`config.mk`:
```
export PLATFORM = sky130hd
export DESIGN_NAME = rss_cell
export DESIGN_NICKNAME = d
export VERILOG_FILES = /design/src/rtl/core/rss_pkg.sv /design/src/rtl/core/rss_cell.sv
export SDC_FILE = /design/constraint.sdc
export NUM_CORES = 1
export LEC_CHECK = 0
export BUFFER_PORTS_ARGS = -buffer_cell sky130_fd_sc_hd__buf_4
export CAP_MARGIN = 20
export CORE_ASPECT_RATIO = 0.6
export CORE_UTILIZATION = 43
export DETAILED_ROUTE_END_ITERATION = 7
export GPL_ROUTABILITY_DRIVEN = 0
export PLACE_DENSITY = 0.85
export SKIP_CTS_REPAIR_TIMING = 1
export SYNTH_ARGS = -nofsm -noshare
export SYNTH_HDL_FRONTEND = slang
export SYNTH_SLANG_ARGS = --single-unit
```
`constraint.sdc`:
```
create_clock -name aclk -period 9 [get_ports aclk]
set_input_delay 2.7 -clock aclk [delete_from_list [all_inputs] [get_ports aclk]]
set_output_delay 2.7 -clock aclk [all_outputs]
set_load 0.03 [all_outputs]
```
`src/rtl/core/rss_pkg.sv`:
```
// Shared types, codes and compare functions for the record sorter.
// Used by rss_cell, record_sorter_by_selectable_key_unit and the testbench; no dependencies.
package rss_pkg;

    // Field widths fixed by the record format
    localparam int GRADE_W    = 10;
    localparam int YEAR_W     = 4;
    localparam int TAG_W      = 16;
    localparam int KEY_W      = 10;
    localparam int REC_W      = GRADE_W + YEAR_W + TAG_W;
    localparam int TDATA_W    = ((REC_W + 7) / 8) * 8;
    localparam int CFG_IDX_W  = 1;
    localparam int CFG_DATA_W = 1;

    localparam int MAX_RECORDS_DEF = 64;

    // Configuration register indexes
    localparam logic [CFG_IDX_W-1:0] CFG_DESCENDING = 1'd0;
    localparam logic [CFG_IDX_W-1:0] CFG_KEY_SELECT = 1'd1;

    // Key select codes
    localparam logic KEY_GRADE = 1'b0;
    localparam logic KEY_YEAR  = 1'b1;

    // Cell operating modes
    localparam logic [1:0] MODE_HOLD  = 2'd0;
    localparam logic [1:0] MODE_LOAD  = 2'd1;
    localparam logic [1:0] MODE_SORT  = 2'd2;
    localparam logic [1:0] MODE_SHIFT = 2'd3;

    // One record, grade in the lowest bits
    typedef struct packed {
        logic [TAG_W-1:0]   tag;
        logic [YEAR_W-1:0]  year;
        logic [GRADE_W-1:0] grade;
    } record_t;

    // Control broadcast to every cell
    typedef struct packed {
        logic [1:0] mode;
        logic       parity;
        logic       descending;
        logic       key_select;
    } cell_ctl_t;

    function automatic logic [KEY_W-1:0] rec_key(input record_t r, input logic key_sel);
        logic [KEY_W-1:0] k;
        if (key_sel == KEY_YEAR) begin
            k = {{(KEY_W-YEAR_W){1'b0}}, r.year};
        end else begin
            k = r.grade;
        end
        return k;
    endfunction

    // True when a (earlier slot) must move behind b; strict, so equal keys stay put
    function automatic logic out_of_order(input record_t a, input record_t b,
                                          input logic desc, input logic key_sel);
        logic [KEY_W-1:0] ka;
        logic [KEY_W-1:0] kb;
        ka = rec_key(a, key_sel);
        kb = rec_key(b, key_sel);
        return desc ? (ka < kb) : (ka > kb);
    endfunction

endpackage

```
`src/rtl/core/rss_cell.sv`:
```
// One cell of the sorting row: holds a record, loads it, compare-swaps with a
// neighbor during odd-even transposition, and shifts toward cell 0 on output.
// Depends on rss_pkg.
module rss_cell
    import rss_pkg::*;
#(
    parameter int IDX  = 0,
    parameter int CntW = 7
) (
    input  logic            aclk,
    input  cell_ctl_t       ctl,
    input  logic [CntW-1:0] count,
    input  record_t         load_rec,
    input  record_t         left_rec,
    input  record_t         right_rec,
    output record_t         rec
);

    localparam logic [CntW-1:0] MY_IDX   = CntW'(IDX);
    localparam logic [CntW-1:0] NEXT_IDX = CntW'(IDX + 1);
    localparam logic            MY_PAR   = 1'(IDX % 2);

    record_t cell_rec_reg;
    record_t cell_rec_next;
    logic    is_left;
    logic    is_right;

    // Pair role in the current phase; only slots below count take part
    assign is_left  = (MY_PAR == ctl.parity) && (NEXT_IDX < count);
    assign is_right = (MY_PAR != ctl.parity) && (IDX != 0) && (MY_IDX < count);

    always_comb begin
        cell_rec_next = cell_rec_reg;
        case (ctl.mode)
            MODE_LOAD: begin
                if (count == MY_IDX) begin
                    cell_rec_next = load_rec;
                end
            end
            MODE_SORT: begin
                if (is_left && out_of_order(cell_rec_reg, right_rec,
                                            ctl.descending, ctl.key_select)) begin
                    cell_rec_next = right_rec;
                end else if (is_right && out_of_order(left_rec, cell_rec_reg,
                                                      ctl.descending, ctl.key_select)) begin
                    cell_rec_next = left_rec;
                end
            end
            MODE_SHIFT: begin
                cell_rec_next = right_rec;
            end
            default: begin
                cell_rec_next = cell_rec_reg;
            end
        endcase
    end

    always_ff @(posedge aclk) begin
        cell_rec_reg <= cell_rec_next;
    end

    assign rec = cell_rec_reg;

endmodule

```
==> metrics.txt <==
placed inst area=2580 sq um; Die Footprint=4370 sq um; pre-CTS setup slack=3.34 ns; share of cells above drive strength 1=0.626; hold worst-path end=rec[9]; routed len/inst=14.7 um; CP Launch Type=input pin; worst min-delay path startpoint=rec[5]; Top cell by count, worst path=buf_4; largest net degree at the start of global routing=33; setup ws final=3.67 ns; Final nets=342; CP bufs+invs=2; post-synth net total=237; flops & latches, synth=30; Gate Count Post-Synth=124; Crit path max-delay family=compound AO/OA/AOI/OAI gates; final WL=4080 um; Peak Freq=188 MHz; IO Port Bufs=102; Rows=17; # IOs=133; Synth Area per Inst=14.2 sq um; maximum VDD drop=93.1 uV; grt ovf=0; CTS sink count=30; PD cells=148 nW/um^2; Synth cell types=30; critical path's largest stage delay=0.68 ns; Clock Latency Late Sink=0.28 ns; flop-to-flop setup slack=6.03 ns; vias per cell=5.07; total track usage=0.207; r2r worst-path depth=7; Rel. slew slack=0.561; total negative slack=0 ns; Final Hold Fails=0; number of flip-flops in the largest register=30; Reg clk slew, reported paths=0.06 ns; CP Class=input pin to register; Iter 0 DRT Violations=44; Hold Path Stages=6; design area=2660 sq um; Synthesis Warnings=0; initial antenna violation count=0; CP max stage cell=o41ai_4; LEAKAGE=0.00116 uW; Initial Util=0.465; Worst Hold Class=register to register; Root Driver=clkbuf_8; drc violations=0; critical-path maximum fanout=22; count of final setup violators=0; nature of the critical path endpoint=register; TritonCTS clock tree=built; antenna fix cells=0; via count=1404; clk_skew=0.00354 ns; first-pass iteration count of the detailed router=6; arrival time worst endpoint=5.29 ns; Area Overhead vs Synth=51.1%; Die H=51.6 um; Tcrit/Tclk final=0.592; worst r2r src=rec[11]; Core Box Area=3790 sq um; vias in the first global route=1447; sequential area share after synthesis=0.511; Max Cap Viol=0; H-tree depth=2; run status=finished, final reports clean; post-route ant nets=0; Slew @ Worst Pin=0.657 ns; first-pass GRT wire length=6610 um; RSZ-0062 raised after global routing=no; detailed-placement wirelength estimate=3140 um; minimum clock period=5.33 ns; Post-Syn Area=1760 sq um; RR Endpoint=rec[23]; Die X=84.6 um; CP cell instances=buf_4 -> mux2_2 -> ha_1 -> nand4_1 -> a211o_1 -> nor4b_4 -> o41ai_4 -> buf_4; max-slew violations=0; clk buf depth=2; CTS Buf Count=5; WP data required=8.96 ns
cell type report:
cell class / instances / area, sq um
flip-flops and latches: 30 / 901
clock buffers: 5 / 68.8
clock inverters: 3 / 16.3
multi-input cells: 88 / 840
repair buffers: 103 / 773
well taps: 47 / 58.8
inverters: 1 / 3.75
fillers: 306 / 1120
worst max path at each step:
| stage | endpoint | depth (start not counted) | slack, ns | from |
|---|---|---|---|---|
| 2_1_floorplan | rec[0] | 7 | 2.55 | ctl[0] |
| 3_3_place_gp | rec[19] | 8 | 3.37 | ctl[0] |
| 3_5_place_dp | rec[18] | 8 | 3.34 | ctl[0] |
| 4_1_cts | rec[29] | 8 | 3.65 | ctl[0] |
| 5_1_grt | rec[29] | 8 | 3.55 | ctl[0] |
| 6_report | rec[23] | 8 | 3.67 | ctl[0] |
routing by layer:
layer  routed length (um)  GRT usage  share of wire
met5                    0          0              0
met4                   45     0.0932          0.011
met3                  446      0.102           0.11
met2                 1900      0.336           0.46
met1                 1700      0.236           0.42
worst register-to-register path, cell delays in order, from the launching register on:
cell	delay [ns]
edfxtp_1	0.40
mux2_2	0.29
ha_1	0.35
nand2b_4	0.06
a211o_1	0.31
nor4b_4	0.15
o41ai_4	0.68
buf_4	0.42
cells in the mapped netlist:
cell type  number  area (sq um)
o41ai_2         1          16.3
mux2i_1         4          40.0
mux2_1          6          67.6
nand4_1         2          12.5
nand2b_4        1          13.8
nor2_1          2          7.51
nor4_1          1          6.26
and3_1          1          6.26
o21a_1          1          7.51
a21oi_2         1          8.76
o21ai_0         1          5.00
buf_2           2          10.0
clkbuf_1        2          7.51
a21boi_0        1          7.51
nor2b_1         6          37.5
buf_6           1          11.3
nand2b_1        7          43.8
nand2_1         4          15.0
mux2_2         28           315
a21oi_1         4          20.0
o311ai_0        1          8.76
a211o_1         1          8.76
or4_1           1          7.51
o21ai_1         1          5.00
nor4b_4         1          23.8
edfxtp_1       30           901
inv_1           1          3.75
ha_1           10           125
and3b_2         1          10.0
o21ai_2         1          8.76
layout by cell type, fill, tap and decap left out:
master / synthesis / routed
buf_4: 0 / 103
edfxtp_1: 30 / 30
mux2_2: 28 / 28
ha_1: 10 / 10
nand2b_1: 7 / 7
nor2b_1: 6 / 6
mux2_1: 6 / 6
clkbuf_8: 0 / 5
mux2i_1: 4 / 4
a21oi_1: 4 / 4
nand2_1: 4 / 4
nand4_1: 2 / 2
nor2_1: 2 / 2
o21ai_2: 1 / 1
a21oi_2: 1 / 1
o21ai_1: 1 / 1
inv_1: 1 / 1
nand2b_4: 1 / 1
a211o_1: 1 / 1
nor4b_4: 1 / 1
and3_1: 1 / 1
o21a_1: 1 / 1
a21boi_0: 1 / 1
nor4_1: 1 / 1
or4_1: 1 / 1
o311ai_0: 1 / 1
and3b_2: 1 / 1
o21ai_0: 1 / 1
o41ai_4: 0 / 1
clkinv_1: 0 / 1
clkinvlp_4: 0 / 1
clkinv_2: 0 / 1
metrics by stage:
| stage | total power [uW] | util | cells | hold slack [ns] |
|---|---|---|---|---|
| after floorplan | 241 | - | 124 | 1.76 |
| after global placement | 289 | 0.680 | 269 | 1.35 |
| after detailed placement | 292 | 0.680 | 269 | 1.36 |
| after CTS | 398 | 0.703 | 277 | 1.38 |
| after global routing | 414 | 0.703 | 277 | 1.49 |
| final | 393 | 0.703 | 277 | 1.35 |
power breakdown:
| part | switching (uW) | internal (uW) |
|---|---|---|
| clock | 52.6 | 52.8 |
| sequential | 4.22 | 170 |
| combinational | 57.8 | 56.4 |
cells by family after synthesis:
| group | synth area share |
|---|---|
| flops | 0.511 |
| compound gates | 0.0547 |
| fa+ha+maj | 0.0710 |
| mux | 0.240 |
| simple gates | 0.104 |
| buf+inv | 0.0185 |
Note: power is estimated with default switching activity, not from simulation.
